<file path="config.mk">
export PLATFORM = sky130hd
export DESIGN_NAME = token_deadline_watchdog
export DESIGN_NICKNAME = d
export VERILOG_FILES = /design/src/rtl/tdw_pkg.sv /design/src/rtl/tdw_exec.sv /design/src/rtl/tdw_slot.sv /design/src/rtl/token_deadline_watchdog.sv
export SDC_FILE = /design/constraint.sdc
export NUM_CORES = 1
export LEC_CHECK = 0
export BUFFER_PORTS_ARGS = -buffer_cell sky130_fd_sc_hd__buf_2
export CAP_MARGIN = 15
export CORE_ASPECT_RATIO = 0.9
export CORE_MARGIN = 10
export CORE_UTILIZATION = 45
export DETAILED_ROUTE_END_ITERATION = 10
export MAX_ROUTING_LAYER = met4
export PLACE_DENSITY = 0.66
export SKIP_LAST_GASP = 1
export SYNTH_ARGS = -nofsm -noshare
export SYNTH_HDL_FRONTEND = slang
export SYNTH_SLANG_ARGS = --single-unit
export TNS_END_PERCENT = 20
</file>
<file path="constraint.sdc">
create_clock -name clk_i -period 6.05 [get_ports clk_i]
set_input_delay 1.21 -clock clk_i [delete_from_list [all_inputs] [get_ports clk_i]]
set_output_delay 1.21 -clock clk_i [all_outputs]
set_load 0.03 [all_outputs]
</file>
<file path="src/rtl/tdw_pkg.sv">
`timescale 1ns / 1ps

package tdw_pkg;

  localparam int unsigned TimeW  = 64;
  localparam int unsigned TokW   = 32;
  localparam int unsigned OpW    = 3;

  localparam logic [OpW-1:0] OpArm      = 3'd0;
  localparam logic [OpW-1:0] OpTryFire  = 3'd1;
  localparam logic [OpW-1:0] OpComplete = 3'd2;
  localparam logic [OpW-1:0] OpQuery    = 3'd3;
  localparam logic [OpW-1:0] OpTick     = 3'd4;

  typedef struct packed {
    logic [OpW-1:0]   op;
    logic [TimeW-1:0] now_ns;
    logic [TimeW-1:0] runtime_deadline_ns;
    logic [TimeW-1:0] svc_window_ns;
    logic [TokW-1:0]  token_in;
  } req_t;

  typedef struct packed {
    logic [TokW-1:0] token_out;
    logic            flag;
  } rsp_t;

  typedef struct packed {
    logic             fired;
    logic [TimeW-1:0] runtime_limit;
    logic [TimeW-1:0] service_limit;
  } slot_t;

endpackage

</file>
<file path="src/rtl/tdw_exec.sv">
`timescale 1ns / 1ps

module tdw_exec import tdw_pkg::*; #(
  parameter int unsigned TOKEN_BITS = 32
) (
  input  logic                  enable_i,
  input  req_t                  req_i,
  input  logic [TOKEN_BITS-1:0] last_token_i,
  input  logic [TOKEN_BITS-1:0] armed_token_i,
  input  slot_t                 slot_i,
  output logic [TOKEN_BITS-1:0] last_token_o,
  output logic [TOKEN_BITS-1:0] armed_token_o,
  output slot_t                 slot_o,
  output rsp_t                  rsp_o
);

  localparam int unsigned CmpW = (TOKEN_BITS > TokW) ? TOKEN_BITS : TokW;

  logic [TOKEN_BITS-1:0] armed_eff;
  logic                  fired_eff;
  logic                  match;
  logic                  rt_reached;
  logic                  svc_reached;
  logic [TimeW:0]        sum;
  logic [TimeW-1:0]      svc_sat;
  logic [TOKEN_BITS-1:0] tok_inc;
  logic [TOKEN_BITS-1:0] tok_new;
  logic [CmpW-1:0]       tok_new_ext;

  assign armed_eff   = enable_i ? armed_token_i : '0;
  assign fired_eff   = enable_i & slot_i.fired;
  assign match       = (req_i.token_in != '0) && (armed_eff != '0) &&
                       (CmpW'(armed_eff) == CmpW'(req_i.token_in));
  assign rt_reached  = req_i.now_ns >= slot_i.runtime_limit;
  assign svc_reached = req_i.now_ns >= slot_i.service_limit;
  assign sum         = {1'b0, req_i.now_ns} + {1'b0, req_i.svc_window_ns};
  assign svc_sat     = sum[TimeW] ? '1 : sum[TimeW-1:0];
  assign tok_inc     = last_token_i + TOKEN_BITS'(1);
  assign tok_new     = (tok_inc == '0) ? TOKEN_BITS'(1) : tok_inc;
  assign tok_new_ext = CmpW'(tok_new);

  always_comb begin
    last_token_o  = last_token_i;
    armed_token_o = armed_eff;
    slot_o        = slot_i;
    slot_o.fired  = fired_eff;
    rsp_o         = '0;
    unique case (req_i.op)
      OpArm: begin
        if (enable_i) begin
          last_token_o         = tok_new;
          armed_token_o        = tok_new;
          slot_o.fired         = 1'b0;
          slot_o.runtime_limit = req_i.runtime_deadline_ns;
          slot_o.service_limit = svc_sat;
          rsp_o.token_out      = tok_new_ext[TokW-1:0];
        end
      end
      OpTryFire: begin
        if (match && rt_reached && !fired_eff) begin
          slot_o.fired = 1'b1;
          rsp_o.flag   = 1'b1;
        end
      end
      OpComplete: begin
        if (match) begin
          rsp_o.flag    = fired_eff | rt_reached;
          armed_token_o = '0;
          slot_o.fired  = 1'b0;
        end
      end
      OpQuery: begin
        rsp_o.flag = match & fired_eff;
      end
      OpTick: begin
        if ((armed_eff != '0) && !fired_eff && svc_reached) begin
          slot_o.fired = 1'b1;
          rsp_o.flag   = 1'b1;
        end
      end
      default: begin
      end
    endcase
  end

endmodule

</file>
<file path="src/rtl/tdw_slot.sv">
`timescale 1ns / 1ps

module tdw_slot import tdw_pkg::*; #(
  parameter int unsigned TOKEN_BITS = 32
) (
  input  logic                  clk_i,
  input  logic                  rst_ni,
  input  logic                  cfg_we_i,
  input  logic                  cfg_wdata_i,
  input  logic                  step_i,
  input  logic [TOKEN_BITS-1:0] last_token_d_i,
  input  logic [TOKEN_BITS-1:0] armed_token_d_i,
  input  slot_t                 slot_d_i,
  output logic                  enable_o,
  output logic [TOKEN_BITS-1:0] last_token_o,
  output logic [TOKEN_BITS-1:0] armed_token_o,
  output slot_t                 slot_o
);

  logic                  enable_q;
  logic [TOKEN_BITS-1:0] last_token_q;
  logic [TOKEN_BITS-1:0] armed_token_q;
  slot_t                 slot_q;

  always_ff @(posedge clk_i or negedge rst_ni) begin
    if (!rst_ni) begin
      enable_q      <= 1'b0;
      last_token_q  <= '0;
      armed_token_q <= '0;
      slot_q        <= '0;
    end else if (cfg_we_i) begin
      if (!cfg_wdata_i || !enable_q) begin
        armed_token_q <= '0;
        slot_q.fired  <= 1'b0;
      end
      enable_q <= cfg_wdata_i;
    end else if (step_i) begin
      last_token_q  <= last_token_d_i;
      armed_token_q <= armed_token_d_i;
      slot_q        <= slot_d_i;
    end
  end

  assign enable_o      = enable_q;
  assign last_token_o  = last_token_q;
  assign armed_token_o = armed_token_q;
  assign slot_o        = slot_q;

endmodule

</file>
<file path="src/rtl/token_deadline_watchdog.sv">
`timescale 1ns / 1ps

// Single-slot deadline watchdog with tokens.
// Request channel: in_valid_i / in_stall_o with op, now, deadlines and token.
// Response channel: out_valid_o / out_stall_i with token_out_o and flag_o.
// Every request yields exactly one response, in order.
// Ops: arm issues a token, try-fire, complete, query fired, service tick.
// The input register takes an accepted request, and its response is then
// registered in the response register, which drives out_valid_o.
// Throughput is one request per cycle while the receiver does not stall; the
// slot state is updated at the same edge that registers the response.
// When the receiver stalls, the response register holds and the input
// register holds one more request; in_stall_o then rises.
// Reset clears enable, the tokens, the slot and both valid bits.
// The user must write enable (cfg_we_i, cfg_wdata_i) while the block is idle;
// not enforced. Writing 0 or switching 0 to 1 clears armed token and fired bit.

module token_deadline_watchdog import tdw_pkg::*; #(
  parameter int unsigned TOKEN_BITS = 32
) (
  input  logic                   clk_i,
  input  logic                   rst_ni,
  input  logic                   cfg_we_i,
  input  logic                   cfg_wdata_i,
  input  logic                   in_valid_i,
  output logic                   in_stall_o,
  input  logic [OpW-1:0]         op_i,
  input  logic [TimeW-1:0]       now_ns_i,
  input  logic [TimeW-1:0]       runtime_deadline_ns_i,
  input  logic [TimeW-1:0]       svc_window_ns_i,
  input  logic [TokW-1:0]        token_in_i,
  output logic                   out_valid_o,
  input  logic                   out_stall_i,
  output logic [TokW-1:0]        token_out_o,
  output logic                   flag_o
);

  logic                  req_valid_q;
  req_t                  req_q;
  logic                  rsp_valid_q;
  rsp_t                  rsp_q;
  rsp_t                  rsp_d;
  logic                  advance;
  logic                  accept;
  logic                  enable;
  logic [TOKEN_BITS-1:0] last_token;
  logic [TOKEN_BITS-1:0] armed_token;
  slot_t                 slot;
  logic [TOKEN_BITS-1:0] last_token_d;
  logic [TOKEN_BITS-1:0] armed_token_d;
  slot_t                 slot_d;

  assign advance    = !rsp_valid_q || !out_stall_i;
  assign in_stall_o = req_valid_q && !advance;
  assign accept     = in_valid_i && !in_stall_o;

  always_ff @(posedge clk_i or negedge rst_ni) begin
    if (!rst_ni) begin
      req_valid_q <= 1'b0;
    end else if (!req_valid_q || advance) begin
      req_valid_q <= in_valid_i;
    end
  end

  always_ff @(posedge clk_i) begin
    if (accept) begin
      req_q.op                  <= op_i;
      req_q.now_ns              <= now_ns_i;
      req_q.runtime_deadline_ns <= runtime_deadline_ns_i;
      req_q.svc_window_ns       <= svc_window_ns_i;
      req_q.token_in            <= token_in_i;
    end
  end

  tdw_exec #(
    .TOKEN_BITS(TOKEN_BITS)
  ) u_exec (
    .enable_i      (enable),
    .req_i         (req_q),
    .last_token_i  (last_token),
    .armed_token_i (armed_token),
    .slot_i        (slot),
    .last_token_o  (last_token_d),
    .armed_token_o (armed_token_d),
    .slot_o        (slot_d),
    .rsp_o         (rsp_d)
  );

  tdw_slot #(
    .TOKEN_BITS(TOKEN_BITS)
  ) u_slot (
    .clk_i           (clk_i),
    .rst_ni          (rst_ni),
    .cfg_we_i        (cfg_we_i),
    .cfg_wdata_i     (cfg_wdata_i),
    .step_i          (req_valid_q && advance),
    .last_token_d_i  (last_token_d),
    .armed_token_d_i (armed_token_d),
    .slot_d_i        (slot_d),
    .enable_o        (enable),
    .last_token_o    (last_token),
    .armed_token_o   (armed_token),
    .slot_o          (slot)
  );

  always_ff @(posedge clk_i or negedge rst_ni) begin
    if (!rst_ni) begin
      rsp_valid_q <= 1'b0;
    end else if (advance) begin
      rsp_valid_q <= req_valid_q;
    end
  end

  always_ff @(posedge clk_i) begin
    if (advance && req_valid_q) begin
      rsp_q <= rsp_d;
    end
  end

  assign out_valid_o = rsp_valid_q;
  assign token_out_o = rsp_q.token_out;
  assign flag_o      = rsp_q.flag;

endmodule
</file>
### Yosys cells after proc, flatten, opt, wreduce, memory -nomap -nowiden

Cells that the tools add are included.

* bitwise logic cells: 4
* order comparisons: 2
* multiplexer cells: 22
* reduce and logical (&&, ||, !) cells: 28
* equal/unequal tests: 6
* $add $sub $neg: 2

Operators with widths (count)
* two-way mux 129 bit: 2
* two-way mux 32 bit: 7
* greater-or-equal comparator 64 bit: 2
* two-way mux 128 bit: 1
* adder 64 x 64 -> 65 bit: 1
* two-way mux 64 bit: 1
* one-hot mux 32 bit (2 select lines): 1
* nonzero test 32 bit: 2
* adder 32 x 1 -> 32 bit, second input constant: 1
* equality test 32 bit: 1
* logical NOT 32 bit: 1
* logical AND 1 bit: 9
* logical NOT 1 bit: 8
* two-way mux 1 bit: 8
* one-hot mux 1 bit (4 select lines): 2
* equality test 3 x 2 -> 1 bit, second input constant: 2
* AND reduction 2 bit: 2
* AND reduction 4 bit: 1
* equality test 3 x 1 -> 1 bit, second input constant: 1
* equality test 3 bit, second input constant: 1
* logical NOT 3 bit: 1
* logical OR 1 bit: 3
* AND 1 bit: 2
* != test 2 x 1 -> 1 bit, second input constant: 1
* other kinds (3): 3

* logic and storage cells: 79
* flip-flop bits (word level): 456
* bits of input ports: 233

### Longest topological paths before layout

Gate-level depths: netlist of run 1.

* depth in word-level cells: 10
* gate-level depth with buffers: 15
* mapped depth without buffers: 14

### By module

Synthesis of run 1 repeated with hierarchy kept, for this count alone.

* cell total of the unflattened synthesis: 2502
* area total of the unflattened synthesis: 27107.2 um2

By module, submodules not included
* tdw_exec: area an instance 11259.5 um2, sequential area each 0.0 um2, times used 1, cells each 1746
* tdw_slot: area an instance 7947.6 um2, sequential area each 4854.7 um2, times used 1, cells each 488
* token_deadline_watchdog: area an instance 7900.1 um2, sequential area each 7857.5 um2, times used 1, cells each 268

### Worst setup path before layout of run 1

No wires, ideal clock.

* path type: in2reg
* start: input port out_stall_i
* end: register req_q[0] (netlist bit), enable pin
* cell stages on the path: 2
* setup time: 0.616 ns
* data required time: 5.434 ns
* setup slack: -1.065 ns
* arrival: 6.498 ns
* path buffers: 0
* cells stage by stage: nand3_1 and2_1

* word-level cells in the longest chain between the ends: 6

RTL lines
* start, declared: line token_deadline_watchdog.sv:33 `input logic out_stall_i,`
* logical NOT 1 bit: line token_deadline_watchdog.sv:53 `assign advance = !rsp_valid_q || !out_stall_i;`
* logical OR 1 bit: line token_deadline_watchdog.sv:53
* logical NOT 1 bit: line token_deadline_watchdog.sv:54 `assign in_stall_o = req_valid_q && !advance;`
* logical AND 1 bit: line token_deadline_watchdog.sv:54
* logical NOT 1 bit: line token_deadline_watchdog.sv:55 `assign accept = in_valid_i && !in_stall_o;`
* logical AND 1 bit: line token_deadline_watchdog.sv:55
* named net accept: line token_deadline_watchdog.sv:44 `logic accept;`
* end, declared: line token_deadline_watchdog.sv:39 `req_t req_q;`

The timed path passes the listed nets, and every way through them passes these cells.
A chain may end at the register's enable or synchronous reset.

### Final worst setup path of run 1

* start: register req_q[163] (netlist bit)
* end: register u_slot.slot_q (netlist bit u_slot.slot_o[63])

* word-level cells in the longest chain between the ends: 2

RTL lines
* adder 64 x 64 -> 65 bit: line tdw_exec.sv:36 `assign sum = {1'b0, req_i.now_ns} + {1'b0, req_i.svc_window_ns};`
* two-way mux 64 bit: line tdw_exec.sv:37 `assign svc_sat = sum[TimeW] ? '1 : sum[TimeW-1:0];`
* end signal, assigned: line tdw_slot.sv:40 `slot_q <= slot_d_i;`
* end, declared: line tdw_slot.sv:23 `slot_t slot_q;`

No other way between the ends.

==> results of run 1 <==
through the flow:
stage	instance area, sq um	cells	utilization (%)	setup WS (ps)	hold slack, ps
after floorplan	23520	2152	-	1491	414.6
after global placement	25590	3044	49.49	2197	435.1
after detailed placement	25590	3044	49.49	2084	421.5
after CTS	27250	3136	52.72	2059	455.6
after global routing	27250	3136	52.72	1817	474.7
final	27250	3136	52.72	2010	450.7
layout by cell type, fill, tap and decap left out, drive strengths merged, types with 7 or more instances in the layout:
master    count
nand4        53
nor3         29
nand3        56
a32oi        46
or3           9
a22oi        17
o211ai       11
a21o         60
nor2b        19
clkbuf       60
xnor2        81
nor2        128
buf         278
edfxtp      260
ha          193
o21a         16
a2bb2oi      17
nand2       190
nand3b       16
xor2         56
o21ai       193
a21oi       118
inv         154
clkinvlp      7
a211oi       12
clkinv       20
o21bai       15
a31oi        10
nor4         23
dfrtp       196
and3         16
nand2b       18
state kept, by name, summed over array words and instances (netlist names):
signal                flops
req_q                   227
u_slot.slot_o           129
token_out_o              32
u_slot.armed_token_o     32
u_slot.last_token_o      32
flag_o                    1
out_valid_o               1
req_valid_q               1
u_slot.enable_o           1
kinds of logic after synthesis:
family	Yosys count	share of synthesized area [%]
fa+ha+maj	194	10.35
compound gates	561	15.17
flops	456	54.05
mux	2	0.09043
xor+xnor	137	5.101
simple gates	573	11.56
buf+inv	229	3.676
metal layers:
metal  track usage (%)  up-vias
met5                 -        -
met4             5.776        0
met3             3.339       91
met2             31.71      518
met1             28.76     8497
li1                  -     8393
critical path: stages (launching register included):
cell,delay [ps]
edfxtp_1,450
ha_1,390
o211ai_1,120
o21ai_1,350
o211ai_1,180
a211oi_1,620
o31ai_1,300
nor4_1,360
o21ai_1,240
o31a_1,390
a21oi_1,190
xor2_1,180
a2bb2oi_1,160
worst min path at each step:
| stage | startpoint | endpoint |
|---|---|---|
| final | req_q[136]$_DFFE_PP_ | u_slot.slot_o[104]$_DFFE_PN0P_ |
| after global routing | req_q[97]$_DFFE_PP_ | u_slot.slot_o[65]$_DFFE_PN0P_ |
| after CTS | req_q[129]$_DFFE_PP_ | u_slot.slot_o[97]$_DFFE_PN0P_ |
| after detailed placement | req_q[96]$_DFFE_PP_ | u_slot.slot_o[64]$_DFFE_PN0P_ |
| after global placement | req_q[97]$_DFFE_PP_ | u_slot.slot_o[65]$_DFFE_PN0P_ |
| after floorplan | req_q[96]$_DFFE_PP_ | u_slot.slot_o[64]$_DFFE_PN0P_ |
report_power, final:
part | switching (mW) | leakage (nW) | internal, mW
clock network | 1.30 | 0.802 | 1.81
logic | 0.974 | 6.25 | 0.655
registers | 0.159 | 4.75 | 3.66
total | 2.43 | 11.8 | 6.12
final cells by class:
| type | count | share of cell area, % |
|---|---|---|
| timing repair buffer | 279 | 5.357 |
| multi-input combinational | 1467 | 36.60 |
| clock inverter | 33 | 1.340 |
| tap | 688 | 3.158 |
| clock buffer | 59 | 4.784 |
| sequential | 456 | 46.64 |
| inverter | 154 | 2.121 |
==> out/results.ini, run 1 <==
[route]
dr.first_iter.drc_count = 1306
post_drt_via_cell_ratio = 5.580
ant_nets = 0
vias = 17500
wl_met3_um = 3709
avgRoutedWirePerCell_um = 20.29
highest_layer = met4
drtPass1Iterations = 5
remaining_drc_errors = 0
wl_um = 63640
dr_wl_met2_um = 28650
drt-met1-wl_um = 29790

[layout]
nFillCells = 4571
area_growth_pct = 15.87
drive_above_1_share_pct = 15.03
n_antenna_cell = 0
multi_input_area_sq_um = 9975
fin_nets = 2834
seq_area_sq_um = 12710

[global_route]
track_usage_pct = 20.93
antenna_found_initial = 0
grt-ovfl-total = 0
grt_pass1_vias = 17950
grt_max_degree = 126
grt_pass1_wl_um = 100100

[clocking]
insertion_delay_ps = 600
cts_hold_buf = 0
cts.sinks = 456
clkTransAtPathRegs_ps = 60
htreeDepth = 2
cts_root_buf = clkbuf_16
clock_path_buffers = 3
numCtsBuffers = 49
cts-resized-gates = 0
cts_tree = done
cts_setup_buffers = 0

[yosys]
ys_ff_latch = 456
synth.area.top_cells = edfxtp_1, dfrtp_1, ha_1, o21ai_0, nand2_1
async_reset_ff_share_pct = 42.98
yosys_warnings = 0
avgSynthCellArea_sq_um = 10.93
netlist_area_sq_um = 23520
synth_cells = 2152
ys_types = 65
dominantRegCellSynth = edfxtp_1
synth_common_cells = edfxtp_1, dfrtp_1, ha_1
synth.most_common_cell = edfxtp_1
ys_seq_area_share_pct = 54.05
synth_edf_count = 260
synth_area_leader_cell = edfxtp_1
synthesis.nets = 2579
yosysTopAreaCellShare_pct = 33.19

[worst_setup_path]
crit_arrival_ps = 4550
crit_path_end = u_slot.slot_o[63]$_DFFE_PN0P_
startpoint = req_q[163]$_DFFE_PP_
start_kind = flop
cp.required_ps = 6560
cp-end-kind = flop
crit_fanout = 5
rr_worst_depth = 12
r2r_slack_ps = 2010
reg2reg_to = u_slot.slot_o[63]$_DFFE_PN0P_
path_class = reg -> reg
r2r_start = req_q[163]$_DFFE_PP_

[power_and_ir_drop]
power_mw = 8.556
powerDensity_nw_per_um2 = 313.9
vdd_drop_max_mv = 0.2399
p_leak_nw = 11.80

[timing]
worst_pin_slew_ps = 1135
slew_headroom_pct = 24.31
fmax_mhz = 247.5
fin_worst_skew_ps = 31.02
hold_viol = 0
final_max_slew_viol_count = 0
fin_crit_sh_pct = 66.78
setup_violations = 0
fin_crit_ps = 4040
rsz0062_at_grt = no
finalSetupTns_ps = 0

[outcome]
status = finished clean

[die]
die_h_um = 236.9
core_area_sq_um = 51700
die-area_sq_um = 61830
die_x_um = 261.0
ios = 268
initial_core_util_pct = 45.50
rows = 79

[hold_path]
min_path_cells = 2
hold_path_class = reg -> reg

[place]
hpwlAfterDp_um = 46970
globalplace.congestion = 0.9419
portBuffers = 267

[flow_run]
cap_violations = 0

Power figures use the tool's default switching activity.
==> run 2: changes to the inputs <==
==> constraint.sdc (replaced) <==
create_clock -name clk_i -period 3.4 [get_ports clk_i]
set_input_delay 0.68 -clock clk_i [delete_from_list [all_inputs] [get_ports clk_i]]
set_output_delay 0.68 -clock clk_i [all_outputs]
set_load 0.03 [all_outputs]
==> out/results.ini, run 2 (synthesized netlist as in run 1, its figures left out) <==
[outcome]
status = finished clean

[die]
die_x_um = 261.0
initial_core_util_pct = 45.50
die_h_um = 236.9
rows = 79
die-area_sq_um = 61830
core_area_sq_um = 51700
ios = 268

[global_route]
antenna_found_initial = 0
grt_pass1_vias = 18430
track_usage_pct = 21.42
grt_pass1_wl_um = 102500
grt_max_degree = 105
grt-ovfl-total = 0

[layout]
fin_nets = 2943
largest_reg_flops = 227
nFillCells = 4500
n_antenna_cell = 0
layout_commonest_cell = buf_2
drive_above_1_share_pct = 19.24
finalNonFillerCells = 3245
final_cell_mix = buf_2, edfxtp_1, dfrtp_1
fin_util_pct = 55.05
regMostFlops = req_q
area_growth_pct = 20.98

[clocking]
cts.sinks = 456
insertion_delay_ps = 610
clock_path_buffers = 3
cts_hold_buf = 0
clkTransAtPathRegs_ps = 60
cts_root_buf = clkbuf_16
numCtsBuffers = 49
cts_tree = done
htreeDepth = 2

[route]
vias = 17790
remaining_drc_errors = 0
avgRoutedWirePerCell_um = 19.92
dr.first_iter.drc_count = 1260
ant_nets = 0
dr_wl_met2_um = 29370
wl_um = 64650
wl_met3_um = 3270
highest_layer = met4
drt-met1-wl_um = 30730
post_drt_via_cell_ratio = 5.484
drtPass1Iterations = 6

[timing]
fin_crit_sh_pct = 97.22
setup_violations = 0
worst_pin_slew_ps = 682.8
final_max_slew_viol_count = 0
fin_crit_ps = 3305
fin_worst_skew_ps = 27.10
slew_headroom_pct = 54.48
rsz0062_at_grt = yes
hold_viol = 0
fmax_mhz = 302.5

[worst_setup_path]
cp-end-kind = flop
crit_arrival_ps = 3750
r2r_start = req_q[44]$_DFFE_PP_
start_kind = flop
startpoint = req_q[44]$_DFFE_PP_
path_class = reg -> reg
cp.required_ps = 3850
crit_fanout = 4

[hold_path]
hold_path_class = in -> async

[place]
portBuffers = 267
post-place-cells = 3150
hpwlAfterDp_um = 48630
globalplace.congestion = 0.9360

[power_and_ir_drop]
p_leak_nw = 12.44
vdd_drop_max_mv = 0.5224
powerDensity_nw_per_um2 = 553.0

[flow_run]
cap_violations = 0

## run 2: changes by cell type in the layout (fill, tap and decap cells not counted), sizes merged
| cell | previous run | this run |
|---|---|---|
| inv | 154 | 157 |
| buf | 278 | 387 |
| clkinv | 20 | 14 |
| clkbuf | 60 | 63 |
| bufinv | 6 | 10 |
| clkinvlp | 7 | 3 |
## run 2: final cells by class
cell class / instances / area [sq um] / share of cell area, %
Clock inverter: 30 / 451.7 / 1.587
Inverter: 154 / 578.1 / 2.031
Clock buffer: 62 / 1305 / 4.586
Sequential cell: 456 / 12710 / 44.67
Tap cell: 688 / 860.8 / 3.025
Timing Repair Buffer: 388 / 2429 / 8.535
Multi-Input combinational cell: 1467 / 10120 / 35.56
## run 2: metrics by stage
step	setup TNS (ps)	power, mW	setup slack, ps	hold slack, ps	cell area (sq um)
2_1_floorplan	0	8.792	163.9	384.4	23520
3_3_place_gp	-220.7	9.858	-91.95	436.0	26530
3_5_place_dp	-1085	9.961	-106.3	434.5	26530
4_1_cts	-17.94	15.83	-10.95	88.18	28300
5_1_grt	-88.62	16.59	-22.23	101.0	28460
6_report	0	15.74	94.69	76.63	28460
## run 2: what timing repair did
item                       CTS  global route
gates resized for setup      2            22
setup endpoints to repair   39            64
buffers inserted             1             2
pin swaps                    1            11
## run 2: final timing paths
check,depth (start not counted),endpoint,slack (ps)
max reg2reg,12,u_slot.slot_o[43]$_DFFE_PN0P_,90
min reg2reg,2,u_slot.slot_o[79]$_DFFE_PN0P_,450
min in group clk_i,1,req_q[6]$_DFFE_PP_,250
min,1,u_slot.armed_token_o[13]$_DFFE_PN0P_,80
max in group asynchronous,2,u_slot.slot_o[83]$_DFFE_PN0P_,2590
max,12,u_slot.slot_o[43]$_DFFE_PN0P_,90
## run 2: per-layer routing
layer / track usage, % / vias to the layer above
met3: 3.254 / 89
li1: - / 8612
met2: 32.84 / 442
met5: - / -
met4: 5.164 / 0
met1: 29.51 / 8651
## run 2: where the power goes
group	switching, mW	total [mW]	internal (mW)
Clock	2.31	5.81	3.51
Sequential	0.255	6.77	6.51
Combinational	1.83	3.16	1.33
## run 2: worst max-delay path, cell delays in order, from the launching register on
cell and delay (ps):
edfxtp_1 420, ha_4 270, a21o_1 190, and3_1 180, a311o_1 350, o21ai_4 210, a31oi_4 140, a221o_1 350
a211o_1 280, a221oi_4 350, buf_4 170, xor2_1 140, a32oi_1 110
